**src/hw/rtl/pfr_pkg.sv**
```systemverilog
// pfr_pkg: shared types and constants for the parallel-port frame receiver
// used by pfr_cfg, pfr_front, pfr_queue, pfr_back and the top level; no dependencies
`timescale 1ns / 1ps

package pfr_pkg;

  localparam int unsigned QDEPTH = 4;
  localparam logic [15:0] HEADER_EXTRA = 16'd6;

  localparam logic [15:0] TIMEOUT_RESET = 16'd5000;
  localparam logic [7:0]  MAGIC_RESET   = 8'h42;
  localparam logic [7:0]  CRC_ON_RESET  = 8'd1;
  localparam logic [7:0]  CRC_OFF_RESET = 8'd2;

  typedef enum logic [1:0] {
    REG_TIMEOUT = 2'd0,
    REG_MAGIC   = 2'd1,
    REG_CRC_ON  = 2'd2,
    REG_CRC_OFF = 2'd3
  } reg_idx_e;

  typedef enum logic [1:0] {
    REQ_TICK   = 2'd0,
    REQ_SAMPLE = 2'd1,
    REQ_START  = 2'd2,
    REQ_NONE   = 2'd3
  } req_e;

  typedef enum logic [2:0] {
    PH_IDLE,
    PH_CRCTYPE,
    PH_SIZE,
    PH_CRCW,
    PH_TYPE,
    PH_PAYLOAD
  } phase_e;

  typedef enum logic [1:0] {
    KIND_BEGIN = 2'd0,
    KIND_BYTE  = 2'd1,
    KIND_END   = 2'd2
  } kind_e;

  typedef enum logic [2:0] {
    ST_OK            = 3'd0,
    ST_TIMEOUT       = 3'd1,
    ST_INVALID_START = 3'd2,
    ST_NO_MAGIC      = 3'd3,
    ST_BAD_CRC_TYPE  = 3'd4
  } status_e;

  typedef struct packed {
    logic [15:0] timeout_ticks;
    logic [7:0]  magic_value;
    logic [7:0]  crc_on_code;
    logic [7:0]  crc_off_code;
  } cfg_t;

  // one record per item that produced output; two adds a trailing ok end
  typedef struct packed {
    kind_e       kind;
    logic [7:0]  byte_value;
    logic [7:0]  crc_kind;
    logic [15:0] payload_len;
    logic [15:0] crc_word;
    logic [31:0] frame_type;
    status_e     status;
    logic        busy_level;
    logic        two;
  } rec_t;

endpackage

```
**src/hw/rtl/pfr_in_if.sv**
```systemverilog
// pfr_in_if: input channel of the frame receiver, one word per pin event
// depends on nothing
`timescale 1ns / 1ps

interface pfr_in_if;
  logic       valid;
  logic       ready;
  logic [1:0] req_type;
  logic       line_level;
  logic [7:0] data_in;

  modport source (output valid, req_type, line_level, data_in, input ready);
  modport sink (input valid, req_type, line_level, data_in, output ready);
endinterface

```
**src/hw/rtl/pfr_out_if.sv**
```systemverilog
// pfr_out_if: result channel of the frame receiver
// depends on nothing
`timescale 1ns / 1ps

interface pfr_out_if;
  logic        valid;
  logic        ready;
  logic [1:0]  kind;
  logic [7:0]  byte_value;
  logic [7:0]  crc_kind;
  logic [15:0] payload_len;
  logic [15:0] crc_word;
  logic [31:0] frame_type;
  logic [2:0]  status;
  logic        busy_level;
  logic        last;

  modport source (output valid, kind, byte_value, crc_kind, payload_len, crc_word,
                  frame_type, status, busy_level, last, input ready);
  modport sink (input valid, kind, byte_value, crc_kind, payload_len, crc_word,
                frame_type, status, busy_level, last, output ready);
endinterface

```
**src/hw/rtl/pfr_cfg.sv**
```systemverilog
// pfr_cfg: apb register bank for timeout, magic byte and crc type codes
// depends on pfr_pkg
`timescale 1ns / 1ps

module pfr_cfg (
  input  logic          clk_i,
  input  logic          rst_ni,
  input  logic          psel,
  input  logic          penable,
  input  logic          pwrite,
  input  logic [3:0]    paddr,
  input  logic [31:0]   pwdata,
  output logic [31:0]   prdata,
  output logic          pready,
  output pfr_pkg::cfg_t cfg_o
);

  pfr_pkg::cfg_t    cfg_q, cfg_d;
  pfr_pkg::reg_idx_e idx;
  logic             wr_en;

  assign idx    = pfr_pkg::reg_idx_e'(paddr[3:2]);
  assign wr_en  = psel & penable & pwrite;
  assign pready = 1'b1;
  assign cfg_o  = cfg_q;

  always_comb begin
    cfg_d = cfg_q;
    if (wr_en) begin
      unique case (idx)
        pfr_pkg::REG_TIMEOUT: cfg_d.timeout_ticks = pwdata[15:0];
        pfr_pkg::REG_MAGIC:   cfg_d.magic_value   = pwdata[7:0];
        pfr_pkg::REG_CRC_ON:  cfg_d.crc_on_code   = pwdata[7:0];
        pfr_pkg::REG_CRC_OFF: cfg_d.crc_off_code  = pwdata[7:0];
        default:              cfg_d = cfg_q;
      endcase
    end
  end

  always_comb begin
    unique case (idx)
      pfr_pkg::REG_TIMEOUT: prdata = {16'd0, cfg_q.timeout_ticks};
      pfr_pkg::REG_MAGIC:   prdata = {24'd0, cfg_q.magic_value};
      pfr_pkg::REG_CRC_ON:  prdata = {24'd0, cfg_q.crc_on_code};
      pfr_pkg::REG_CRC_OFF: prdata = {24'd0, cfg_q.crc_off_code};
      default:              prdata = 32'd0;
    endcase
  end

  always_ff @(posedge clk_i or negedge rst_ni) begin
    if (!rst_ni) begin
      cfg_q.timeout_ticks <= pfr_pkg::TIMEOUT_RESET;
      cfg_q.magic_value   <= pfr_pkg::MAGIC_RESET;
      cfg_q.crc_on_code   <= pfr_pkg::CRC_ON_RESET;
      cfg_q.crc_off_code  <= pfr_pkg::CRC_OFF_RESET;
    end else begin
      cfg_q <= cfg_d;
    end
  end

endmodule

```
**src/hw/rtl/pfr_front.sv**
```systemverilog
// pfr_front: accepts pin event words, runs the handshake and header state
// machine and pushes result records; depends on pfr_pkg and pfr_in_if
`timescale 1ns / 1ps

module pfr_front (
  input  logic          clk_i,
  input  logic          rst_ni,
  input  pfr_pkg::cfg_t cfg_i,
  pfr_in_if.sink        in_i,
  input  logic          full_i,
  output logic          push_o,
  output pfr_pkg::rec_t rec_o
);

  typedef struct packed {
    logic              start_ok;
    logic              tick;
    logic              take;
    logic              fin;
    pfr_pkg::status_e  fin_st;
    logic              begin_hdr;
    logic              pay_byte;
  } dec_t;

  pfr_pkg::phase_e phase_q, phase_d;
  logic            exp_q, exp_d;
  logic [15:0]     timer_q, timer_d;
  logic [23:0]     shift_q, shift_d;
  logic [1:0]      cnt_q, cnt_d;
  logic [15:0]     crc_q, crc_d;
  logic [7:0]      crck_q, crck_d;
  logic [15:0]     left_q, left_d;
  logic            busy_q, busy_d;

  pfr_pkg::req_e req;
  logic          lvl;
  logic [7:0]    din;
  logic          fire;
  logic [15:0]   timer_inc;
  logic [15:0]   hdr_word;
  dec_t          dec;

  assign req       = pfr_pkg::req_e'(in_i.req_type);
  assign lvl       = in_i.line_level;
  assign din       = in_i.data_in;
  assign in_i.ready = ~full_i;
  assign fire      = in_i.valid & ~full_i;
  assign timer_inc = (timer_q != 16'hFFFF) ? timer_q + 16'd1 : timer_q;
  assign hdr_word  = {shift_q[7:0], din};

  always_comb begin
    dec = '0;
    dec.fin_st = pfr_pkg::ST_OK;
    if (phase_q == pfr_pkg::PH_IDLE) begin
      if (req == pfr_pkg::REQ_START) begin
        if (!lvl) begin
          dec.fin    = 1'b1;
          dec.fin_st = pfr_pkg::ST_INVALID_START;
        end else if (cfg_i.timeout_ticks == 16'd0) begin
          dec.fin    = 1'b1;
          dec.fin_st = pfr_pkg::ST_TIMEOUT;
        end else begin
          dec.start_ok = 1'b1;
          if (din != cfg_i.magic_value) begin
            dec.fin    = 1'b1;
            dec.fin_st = pfr_pkg::ST_NO_MAGIC;
          end
        end
      end
    end else begin
      unique case (req)
        pfr_pkg::REQ_TICK: begin
          dec.tick = 1'b1;
          if (timer_inc >= cfg_i.timeout_ticks) begin
            dec.fin    = 1'b1;
            dec.fin_st = pfr_pkg::ST_TIMEOUT;
          end
        end
        pfr_pkg::REQ_SAMPLE: begin
          if (timer_q >= cfg_i.timeout_ticks) begin
            dec.fin    = 1'b1;
            dec.fin_st = pfr_pkg::ST_TIMEOUT;
          end else if (lvl == exp_q) begin
            dec.take = 1'b1;
            unique case (phase_q)
              pfr_pkg::PH_CRCTYPE: begin
                if (din != cfg_i.crc_on_code && din != cfg_i.crc_off_code) begin
                  dec.fin    = 1'b1;
                  dec.fin_st = pfr_pkg::ST_BAD_CRC_TYPE;
                end
              end
              pfr_pkg::PH_TYPE: begin
                if (cnt_q == 2'd3) begin
                  dec.begin_hdr = 1'b1;
                  dec.fin       = (left_q == 16'd0);
                end
              end
              pfr_pkg::PH_PAYLOAD: begin
                dec.pay_byte = 1'b1;
                dec.fin      = (left_q == 16'd1);
              end
              default: dec.take = 1'b1;
            endcase
          end
        end
        default: dec = dec;
      endcase
    end
  end

  // next state
  always_comb begin
    phase_d = phase_q;
    exp_d   = exp_q;
    timer_d = timer_q;
    shift_d = shift_q;
    cnt_d   = cnt_q;
    crc_d   = crc_q;
    crck_d  = crck_q;
    left_d  = left_q;
    busy_d  = busy_q;
    if (dec.start_ok) begin
      busy_d  = ~busy_q;
      exp_d   = 1'b0;
      timer_d = 16'd0;
      phase_d = pfr_pkg::PH_CRCTYPE;
    end
    if (dec.tick) begin
      timer_d = timer_inc;
    end
    if (dec.take) begin
      busy_d  = ~busy_q;
      exp_d   = ~exp_q;
      timer_d = 16'd0;
      unique case (phase_q)
        pfr_pkg::PH_CRCTYPE: begin
          crck_d  = din;
          phase_d = pfr_pkg::PH_SIZE;
          cnt_d   = 2'd0;
          shift_d = 24'd0;
        end
        pfr_pkg::PH_SIZE, pfr_pkg::PH_CRCW: begin
          if (cnt_q == 2'd0) begin
            shift_d = {shift_q[15:0], din};
            cnt_d   = 2'd1;
          end else begin
            shift_d = 24'd0;
            cnt_d   = 2'd0;
            if (phase_q == pfr_pkg::PH_SIZE) begin
              left_d  = hdr_word - pfr_pkg::HEADER_EXTRA;
              phase_d = pfr_pkg::PH_CRCW;
            end else begin
              crc_d   = hdr_word;
              phase_d = pfr_pkg::PH_TYPE;
            end
          end
        end
        pfr_pkg::PH_TYPE: begin
          shift_d = {shift_q[15:0], din};
          if (cnt_q != 2'd3) begin
            cnt_d = cnt_q + 2'd1;
          end else begin
            cnt_d   = 2'd0;
            phase_d = pfr_pkg::PH_PAYLOAD;
          end
        end
        pfr_pkg::PH_PAYLOAD: left_d = left_q - 16'd1;
        default: phase_d = phase_q;
      endcase
    end
    if (dec.fin) begin
      busy_d  = 1'b0;
      phase_d = pfr_pkg::PH_IDLE;
      exp_d   = 1'b0;
      timer_d = 16'd0;
      cnt_d   = 2'd0;
    end
  end

  // record out
  always_comb begin
    rec_o            = '0;
    rec_o.busy_level = busy_d;
    push_o           = fire & (dec.fin | dec.begin_hdr | dec.pay_byte);
    if (dec.begin_hdr) begin
      rec_o.kind        = pfr_pkg::KIND_BEGIN;
      rec_o.crc_kind    = crck_q;
      rec_o.payload_len = left_q;
      rec_o.crc_word    = crc_q;
      rec_o.frame_type  = {shift_q, din};
      rec_o.two         = dec.fin;
    end else if (dec.pay_byte) begin
      rec_o.kind       = pfr_pkg::KIND_BYTE;
      rec_o.byte_value = din;
      rec_o.two        = dec.fin;
    end else begin
      rec_o.kind   = pfr_pkg::KIND_END;
      rec_o.status = dec.fin_st;
    end
  end

  always_ff @(posedge clk_i or negedge rst_ni) begin
    if (!rst_ni) begin
      phase_q <= pfr_pkg::PH_IDLE;
      exp_q   <= 1'b0;
      timer_q <= 16'd0;
      shift_q <= 24'd0;
      cnt_q   <= 2'd0;
      crc_q   <= 16'd0;
      crck_q  <= 8'd0;
      left_q  <= 16'd0;
      busy_q  <= 1'b0;
    end else if (fire) begin
      phase_q <= phase_d;
      exp_q   <= exp_d;
      timer_q <= timer_d;
      shift_q <= shift_d;
      cnt_q   <= cnt_d;
      crc_q   <= crc_d;
      crck_q  <= crck_d;
      left_q  <= left_d;
      busy_q  <= busy_d;
    end
  end

endmodule

```
**src/hw/rtl/pfr_queue.sv**
```systemverilog
// pfr_queue: short record fifo between the front and back parts
// depends on pfr_pkg
`timescale 1ns / 1ps

module pfr_queue (
  input  logic          clk_i,
  input  logic          rst_ni,
  input  logic          push_i,
  input  pfr_pkg::rec_t rec_i,
  input  logic          pop_i,
  output pfr_pkg::rec_t rec_o,
  output logic          empty_o,
  output logic          full_o
);

  localparam int unsigned PtrW = (pfr_pkg::QDEPTH > 1) ? $clog2(pfr_pkg::QDEPTH) : 1;
  localparam int unsigned CntW = $clog2(pfr_pkg::QDEPTH + 1);
  localparam logic [PtrW-1:0] LastPtr = PtrW'(pfr_pkg::QDEPTH - 1);

  pfr_pkg::rec_t mem_q [pfr_pkg::QDEPTH];
  logic [PtrW-1:0] wr_q, wr_d, rd_q, rd_d;
  logic [CntW-1:0] cnt_q, cnt_d;
  logic            do_push, do_pop;

  assign empty_o = (cnt_q == CntW'(0));
  assign full_o  = (cnt_q == CntW'(pfr_pkg::QDEPTH));
  assign do_push = push_i & ~full_o;
  assign do_pop  = pop_i & ~empty_o;
  assign rec_o   = mem_q[rd_q];

  always_comb begin
    wr_d  = wr_q;
    rd_d  = rd_q;
    cnt_d = cnt_q;
    if (do_push) begin
      wr_d = (wr_q == LastPtr) ? '0 : wr_q + PtrW'(1);
    end
    if (do_pop) begin
      rd_d = (rd_q == LastPtr) ? '0 : rd_q + PtrW'(1);
    end
    if (do_push && !do_pop) begin
      cnt_d = cnt_q + CntW'(1);
    end else if (do_pop && !do_push) begin
      cnt_d = cnt_q - CntW'(1);
    end
  end

  always_ff @(posedge clk_i) begin
    if (do_push) begin
      mem_q[wr_q] <= rec_i;
    end
  end

  always_ff @(posedge clk_i or negedge rst_ni) begin
    if (!rst_ni) begin
      wr_q  <= '0;
      rd_q  <= '0;
      cnt_q <= '0;
    end else begin
      wr_q  <= wr_d;
      rd_q  <= rd_d;
      cnt_q <= cnt_d;
    end
  end

endmodule

```
**src/hw/rtl/pfr_back.sv**
```systemverilog
// pfr_back: drains result records into the output register, splitting a
// record with a trailing ok end into two words; depends on pfr_pkg, pfr_out_if
`timescale 1ns / 1ps

module pfr_back (
  input  logic          clk_i,
  input  logic          rst_ni,
  input  pfr_pkg::rec_t rec_i,
  input  logic          empty_i,
  output logic          pop_o,
  pfr_out_if.source     out_o
);

  pfr_pkg::rec_t res_q, res_d;
  logic          last_q, last_d;
  logic          valid_q, valid_d;
  logic          pend_q, pend_d;
  logic          load;

  assign load  = ~valid_q | out_o.ready;
  assign pop_o = load & ~pend_q & ~empty_i;

  always_comb begin
    res_d   = res_q;
    last_d  = last_q;
    valid_d = valid_q;
    pend_d  = pend_q;
    if (load) begin
      if (pend_q) begin
        res_d        = '0;
        res_d.kind   = pfr_pkg::KIND_END;
        res_d.status = pfr_pkg::ST_OK;
        last_d       = 1'b1;
        valid_d      = 1'b1;
        pend_d       = 1'b0;
      end else if (!empty_i) begin
        res_d   = rec_i;
        last_d  = ~rec_i.two;
        valid_d = 1'b1;
        pend_d  = rec_i.two;
      end else begin
        valid_d = 1'b0;
      end
    end
  end

  always_ff @(posedge clk_i) begin
    res_q  <= res_d;
    last_q <= last_d;
  end

  always_ff @(posedge clk_i or negedge rst_ni) begin
    if (!rst_ni) begin
      valid_q <= 1'b0;
      pend_q  <= 1'b0;
    end else begin
      valid_q <= valid_d;
      pend_q  <= pend_d;
    end
  end

  assign out_o.valid       = valid_q;
  assign out_o.kind        = res_q.kind;
  assign out_o.byte_value  = res_q.byte_value;
  assign out_o.crc_kind    = res_q.crc_kind;
  assign out_o.payload_len = res_q.payload_len;
  assign out_o.crc_word    = res_q.crc_word;
  assign out_o.frame_type  = res_q.frame_type;
  assign out_o.status      = res_q.status;
  assign out_o.busy_level  = res_q.busy_level;
  assign out_o.last        = last_q;

endmodule

```
**src/hw/rtl/plip_frame_receiver.sv**
```systemverilog
// plip_frame_receiver: top level of the parallel-port frame receiver
// depends on pfr_pkg, pfr_in_if, pfr_out_if, pfr_cfg, pfr_front, pfr_queue, pfr_back
//
// in_i carries one word per pin event: timer tick, handshake line sample or
// start strobe, with the line level and the data byte. out_o carries result
// words: frame begin with the header, payload bytes and frame end with status;
// busy_level is the busy line after the event and last marks the final word
// of an event. An event gives zero, one or two words.
// The front part takes one word per cycle while the record queue is not full
// and updates the handshake state as it takes the word; a result word is written
// into the record queue then and later loaded into the output register once out_o can take it.
// out_o moves at most one word per cycle, so an event with two words holds
// the output register for both words in turn; in_i keeps one word per cycle as
// long as out_o is ready and results average no more than one word per cycle.
// A four-entry record queue lets the front keep accepting while out_o stalls;
// in_i.ready drops only when that queue is full.
// Reset returns the state machine to idle with busy low, empties the queue
// and loads the register defaults (timeout 5000, magic 0x42, crc codes 1, 2).
// Registers are written over the apb port at byte addresses 0, 4, 8 and 12.
`timescale 1ns / 1ps

module plip_frame_receiver (
  input  logic        clk_i,
  input  logic        rst_ni,
  input  logic        psel,
  input  logic        penable,
  input  logic        pwrite,
  input  logic [3:0]  paddr,
  input  logic [31:0] pwdata,
  output logic [31:0] prdata,
  output logic        pready,
  pfr_in_if.sink      in_i,
  pfr_out_if.source   out_o
);

  pfr_pkg::cfg_t cfg;
  pfr_pkg::rec_t push_rec, head_rec;
  logic          push, pop, empty, full;

  pfr_cfg u_cfg (
    .clk_i   (clk_i),
    .rst_ni  (rst_ni),
    .psel    (psel),
    .penable (penable),
    .pwrite  (pwrite),
    .paddr   (paddr),
    .pwdata  (pwdata),
    .prdata  (prdata),
    .pready  (pready),
    .cfg_o   (cfg)
  );

  pfr_front u_front (
    .clk_i  (clk_i),
    .rst_ni (rst_ni),
    .cfg_i  (cfg),
    .in_i   (in_i),
    .full_i (full),
    .push_o (push),
    .rec_o  (push_rec)
  );

  pfr_queue u_queue (
    .clk_i   (clk_i),
    .rst_ni  (rst_ni),
    .push_i  (push),
    .rec_i   (push_rec),
    .pop_i   (pop),
    .rec_o   (head_rec),
    .empty_o (empty),
    .full_o  (full)
  );

  pfr_back u_back (
    .clk_i   (clk_i),
    .rst_ni  (rst_ni),
    .rec_i   (head_rec),
    .empty_i (empty),
    .pop_o   (pop),
    .out_o   (out_o)
  );

endmodule
```
**src/flat_wrapper.sv**
```systemverilog
// flat-port wrapper written by rule: the top's interface ports become plain ports
module plip_frame_receiver_flat 
  (clk_i, rst_ni, psel, penable, pwrite, paddr, pwdata, prdata, pready, in_i_valid, in_i_req_type, in_i_line_level, in_i_data_in, in_i_ready, out_o_valid, out_o_kind, out_o_byte_value, out_o_crc_kind, out_o_payload_len, out_o_crc_word, out_o_frame_type, out_o_status, out_o_busy_level, out_o_last, out_o_ready);
  pfr_in_if in_i_i ();
  pfr_out_if out_o_i ();
  input  logic clk_i;
  input  logic rst_ni;
  input  logic psel;
  input  logic penable;
  input  logic pwrite;
  input  logic [3:0] paddr;
  input  logic [31:0] pwdata;
  output logic [31:0] prdata;
  output logic pready;
  input wire logic [$bits(in_i_i.valid)-1:0] in_i_valid;
  input wire logic [$bits(in_i_i.req_type)-1:0] in_i_req_type;
  input wire logic [$bits(in_i_i.line_level)-1:0] in_i_line_level;
  input wire logic [$bits(in_i_i.data_in)-1:0] in_i_data_in;
  output wire logic [$bits(in_i_i.ready)-1:0] in_i_ready;
  output wire logic [$bits(out_o_i.valid)-1:0] out_o_valid;
  output wire logic [$bits(out_o_i.kind)-1:0] out_o_kind;
  output wire logic [$bits(out_o_i.byte_value)-1:0] out_o_byte_value;
  output wire logic [$bits(out_o_i.crc_kind)-1:0] out_o_crc_kind;
  output wire logic [$bits(out_o_i.payload_len)-1:0] out_o_payload_len;
  output wire logic [$bits(out_o_i.crc_word)-1:0] out_o_crc_word;
  output wire logic [$bits(out_o_i.frame_type)-1:0] out_o_frame_type;
  output wire logic [$bits(out_o_i.status)-1:0] out_o_status;
  output wire logic [$bits(out_o_i.busy_level)-1:0] out_o_busy_level;
  output wire logic [$bits(out_o_i.last)-1:0] out_o_last;
  input wire logic [$bits(out_o_i.ready)-1:0] out_o_ready;
  assign in_i_i.valid = in_i_valid;
  assign in_i_i.req_type = in_i_req_type;
  assign in_i_i.line_level = in_i_line_level;
  assign in_i_i.data_in = in_i_data_in;
  assign in_i_ready = in_i_i.ready;
  assign out_o_valid = out_o_i.valid;
  assign out_o_kind = out_o_i.kind;
  assign out_o_byte_value = out_o_i.byte_value;
  assign out_o_crc_kind = out_o_i.crc_kind;
  assign out_o_payload_len = out_o_i.payload_len;
  assign out_o_crc_word = out_o_i.crc_word;
  assign out_o_frame_type = out_o_i.frame_type;
  assign out_o_status = out_o_i.status;
  assign out_o_busy_level = out_o_i.busy_level;
  assign out_o_last = out_o_i.last;
  assign out_o_i.ready = out_o_ready;
  plip_frame_receiver u_core (.clk_i(clk_i), .rst_ni(rst_ni), .psel(psel), .penable(penable), .pwrite(pwrite), .paddr(paddr), .pwdata(pwdata), .prdata(prdata), .pready(pready), .in_i(in_i_i), .out_o(out_o_i));
endmodule
```
**config.mk**
```make
export PLATFORM = sky130hd
export DESIGN_NAME = plip_frame_receiver_flat
export DESIGN_NICKNAME = d
export VERILOG_FILES = /design/src/hw/rtl/pfr_pkg.sv /design/src/hw/rtl/pfr_in_if.sv /design/src/hw/rtl/pfr_out_if.sv /design/src/hw/rtl/pfr_cfg.sv /design/src/hw/rtl/pfr_front.sv /design/src/hw/rtl/pfr_queue.sv /design/src/hw/rtl/pfr_back.sv /design/src/hw/rtl/plip_frame_receiver.sv /design/src/flat_wrapper.sv
export SDC_FILE = /design/constraint.sdc
export NUM_CORES = 1
export LEC_CHECK = 0
export ABC_CLOCK_PERIOD_IN_PS = 9500
export BUFFER_PORTS_ARGS = -buffer_cell sky130_fd_sc_hd__buf_2
export CORE_ASPECT_RATIO = 1.4
export CORE_MARGIN = 2
export CORE_UTILIZATION = 60
export CTS_CLUSTER_SIZE = 40
export DETAILED_ROUTE_END_ITERATION = 10
export PLACE_DENSITY_LB_ADDON = 0.05
export SYNTH_ARGS = -nofsm -noshare
export SYNTH_HDL_FRONTEND = slang
export SYNTH_HIERARCHICAL = 1
export SYNTH_SLANG_ARGS = --single-unit
```
**constraint.sdc**
```tcl
create_clock -name clk_i -period 9.5 [get_ports clk_i]
set_clock_uncertainty 0.2 [all_clocks]
set_input_delay 0 -clock clk_i [delete_from_list [all_inputs] [get_ports clk_i]]
set_output_delay 0 -clock clk_i [all_outputs]
set_load 0.05 [all_outputs]
```
==> flow_metrics.env <==
export IMPL_initial_utilization=0.6041
export IMPL_cts_max_level=2
export IMPL_cts_setup_buffers=0
export IMPL_clk_latency_ps=590
export IMPL_ant_nets=0
export IMPL_timing_reg2reg_setup_slack_ps=3260
export IMPL_ys_seq_area_frac=0.6659
export IMPL_area_growth_syn_to_layout_pct=13.48
export IMPL_synth_cells=1582
export IMPL_rsz0062_at_grt="no"
export IMPL_setup_ws_ps=3260
export IMPL_cts_buffer_depth=3
export IMPL_gp_congestion=0.8430
export IMPL_synth_flop_cell="edfxtp_1"
export IMPL_cts_sinks=571
export IMPL_r2r_end="u_core/u_queue/mem_q[2][39]"
export IMPL_setup_tns_ps=0
export IMPL_crit_type="reg -> reg"
export IMPL_dieArea_um2=42910
export IMPL_std_cell_rows=88
export IMPL_yosysWarnings=6
export IMPL_antenna_found_initial=1
export IMPL_viasPerCell=5.838
export IMPL_first_pass_iters=5
export IMPL_syn_avg_cell_area_um2=15.64
export IMPL_synth_edf_count=435
export IMPL_dr_total_vias=13710
export IMPL_met3_usage=0.03016
export IMPL_num_antenna_cells=0
export IMPL_critPathCaptureType="register"
export IMPL_die_w_um=175.6
export IMPL_dpl_cell_area_um2=25790
export IMPL_yosys_area_top_type="edfxtp_1"
export IMPL_port_buffers=140
export IMPL_io_pins=176
export IMPL_finalHoldViolCount=0
export IMPL_whs_endpoint="u_core/u_cfg/cfg_o[5]"
export IMPL_p_leak_nw=10.86
export IMPL_outcome="completed"
export IMPL_start_kind="register"
export IMPL_grt_pass1_wl_um=79710
export IMPL_path_clk_slew_ps=60
export IMPL_fin_area_um2=28080
export IMPL_drt_iter0_drc=1032
export IMPL_finalCritPeriodShare=0.6568
export IMPL_synth_commonest_cells="edfxtp_1 (435), dfrtp_1 (127), mux4_2 (95)"
export IMPL_synth_cell_types=79
export IMPL_grt_max_degree=71
export IMPL_cts_tree="done"
export IMPL_core_area_um2=40960
export IMPL_ys_ff_latch=571
export IMPL_use_met2=0.4390
export IMPL_final_layout_size_suffix_gt1_frac=0.2349
export IMPL_tightest_slew_ps=1108
export IMPL_r2r_start="u_core/u_front/timer_q[2]"
export IMPL_power_density_nw_per_um2=283.3
export IMPL_grt_pass1_vias=14010
export IMPL_period_minus_slack_ps=6240
export IMPL_wl_per_cell_um=21.75
export IMPL_yosysTopAreaCellShare=0.5279
export IMPL_power_total_mw=7.956
export IMPL_worstHoldStart="pwdata[5]"
export IMPL_rr_worst_depth=17
export IMPL_hold_path_class="in -> reg"
export IMPL_grt_busiest_layer="met2"
export IMPL_final_net_count=1868
export IMPL_setup_viol_count_final=0
export IMPL_grtUsageTotal=0.2429
export IMPL_synthArstFlopShare=0.2382
export IMPL_synth_area_leaders="edfxtp_1 (53%), dfrtp_1 (13%), mux4_2 (8.6%)"
export IMPL_cts_inserted_buffers=52
export IMPL_grt_ovfl_total=0
export IMPL_use_met1=0.3111
export IMPL_preCtsSetupSlack_ps=3369
export IMPL_die_h_um=244.3
export IMPL_hpwl_um=30570
export IMPL_drc_errors=0
export IMPL_irDropWorstVdd_mv=0.1751
export IMPL_slew_violations=0
export IMPL_synth_most_common_cell="edfxtp_1"
export IMPL_critPathMaxFanout=45
export IMPL_clock_root_buffer="clkbuf_16"
export IMPL_relSlewSlack=0.2589
export IMPL_wl_um=51090
export IMPL_drv_cap=0
export IMPL_synth_area_um2=24740
export IMPL_cp_required_ps=9510
export IMPL_fmax_mhz=160.3
export IMPL_arrival_ps=6250
export IMPL_holdPathStages=3
==> logic make-up after synthesis <==
group | after synthesis | share of synthesized area
adder cells (fa/ha/maj) | 48 | 0.02457
AND/OR/NAND/NOR | 412 | 0.09314
other | 2 | 0.0003035
AO/OA/AOI/OAI | 174 | 0.04571
multiplexers | 168 | 0.1206
flip-flops | 571 | 0.6659
buffers and inverters | 157 | 0.03206
XOR/XNOR | 50 | 0.01770
==> repair_timing <==
item | in CTS | in global routing
endpoints found under the hold margin | 231 | 0
gates resized for setup | 0 | 0
hold buffers | 56 | 0
==> stage by stage <==
| stage | std cells | hold slack (ps) | util |
|---|---|---|---|
| 2_1_floorplan | 1597 | -495.6 | - |
| 3_3_place_gp | 2196 | -120.9 | 0.6296 |
| 3_5_place_dp | 2196 | -112.1 | 0.6296 |
| 4_1_cts | 2349 | 7.319 | 0.6856 |
| 5_1_grt | 2349 | 29.18 | 0.6856 |
| 6_report | 2349 | 37.73 | 0.6856 |
==> cells in the final DEF, fill, tap and decap left out, types with 4 or more instances in the layout <==
master	Yosys	layout
dfstp_2	9	9
xnor2_1	32	32
o31ai_1	6	6
mux4_2	95	95
or3_1	6	6
nor3_1	50	50
o2bb2ai_1	5	5
mux2_2	58	58
nand2_1	32	32
clkbuf_16	0	54
conb_1	2	17
dfrtp_1	127	124
mux2_4	8	8
nand3_1	37	37
edfxtp_1	435	435
xor2_1	18	18
and2_1	66	63
and2b_1	6	6
a22o_1	12	12
a21o_1	4	4
nand4_1	14	14
nand2b_1	4	4
o21ai_0	66	66
clkbuf_1	41	21
clkinv_1	0	6
nor2_1	70	68
a31oi_1	5	5
dlygate4sd3_1	0	55
buf_4	24	17
nor4_1	14	14
and3_1	8	8
a21oi_1	41	40
clkbuf_8	0	9
ha_1	47	47
or4_1	4	4
mux2i_1	5	5
inv_1	59	59
buf_2	20	139
nor2b_1	83	83
==> state kept, by name, indices dropped and copies added, names as in the netlist, 3 cells and up <==
register / flops
u_core/u_back/out_o.byte_value: 8
u_core/u_back/out_o.crc_kind: 8
u_core/u_back/out_o.crc_word: 16
u_core/u_back/out_o.frame_type: 32
u_core/u_back/out_o.payload_len: 16
u_core/u_back/out_o.status: 3
u_core/u_cfg/cfg_o: 40
u_core/u_front/crc_q: 16
u_core/u_front/crck_q: 8
u_core/u_front/left_q: 16
u_core/u_front/phase_q: 3
u_core/u_front/shift_q: 24
u_core/u_front/timer_q: 16
u_core/u_queue/cnt_q: 3
u_core/u_queue/mem_q: 348
==> power by group <==
group          switching [mW]  internal [mW]  leakage, nW  total [mW]
registers               0.328           3.22         6.09        3.55
clock network           0.893           1.20        0.834        2.10
logic                    1.48          0.829         3.93        2.31
==> worst max path at each step <==
stage	startpoint	end	slack [ps]	depth (start not counted)
3_5_place_dp	u_core/u_front/timer_q[2]	u_core/u_queue/mem_q[2][38]	3370	17
2_1_floorplan	u_core/u_front/timer_q[2]	u_core/u_queue/mem_q[3][0]	2010	17
6_report	u_core/u_front/timer_q[2]	u_core/u_queue/mem_q[2][39]	3260	17
4_1_cts	u_core/u_front/timer_q[2]	u_core/u_queue/mem_q[2][39]	3350	17
3_3_place_gp	u_core/u_front/timer_q[2]	u_core/u_queue/mem_q[1][38]	3430	17
5_1_grt	u_core/u_front/timer_q[2]	u_core/u_queue/mem_q[0][38]	2800	17
==> layer usage <==
layer  wire length [um]  vias to the layer above
li1                   -                     6296
met1              20240                     6988
met2              27490                      349
met3               2287                       81
met4               1063                        0
met5                  0                        -
==> final cells by class <==
cell class,count,area (um^2)
clock buffer,84,1554
clock inverter,13,162.7
fill,2900,12880
inverter,59,221.5
multi-input combinational,869,7569
sequential,571,16490
tap,540,675.6
timing repair buffer,213,1413
==> critical path, stage by stage (launching register included) <==
cell and delay (ps):
dfrtp_1 500, and4_1 320, nand4_1 180, nor2_1 260, nand4_1 350, nand2_1 310
nor2_1 80, xor2_1 160, ha_1 290, nand4_1 80, nor3_1 440, a31oi_1 290
a31oi_4 380, nor2_1 90, nor2_1 150, nor2b_2 320, and2_4 660, buf_4 740
Note: power is estimated with default switching activity, not from simulation.
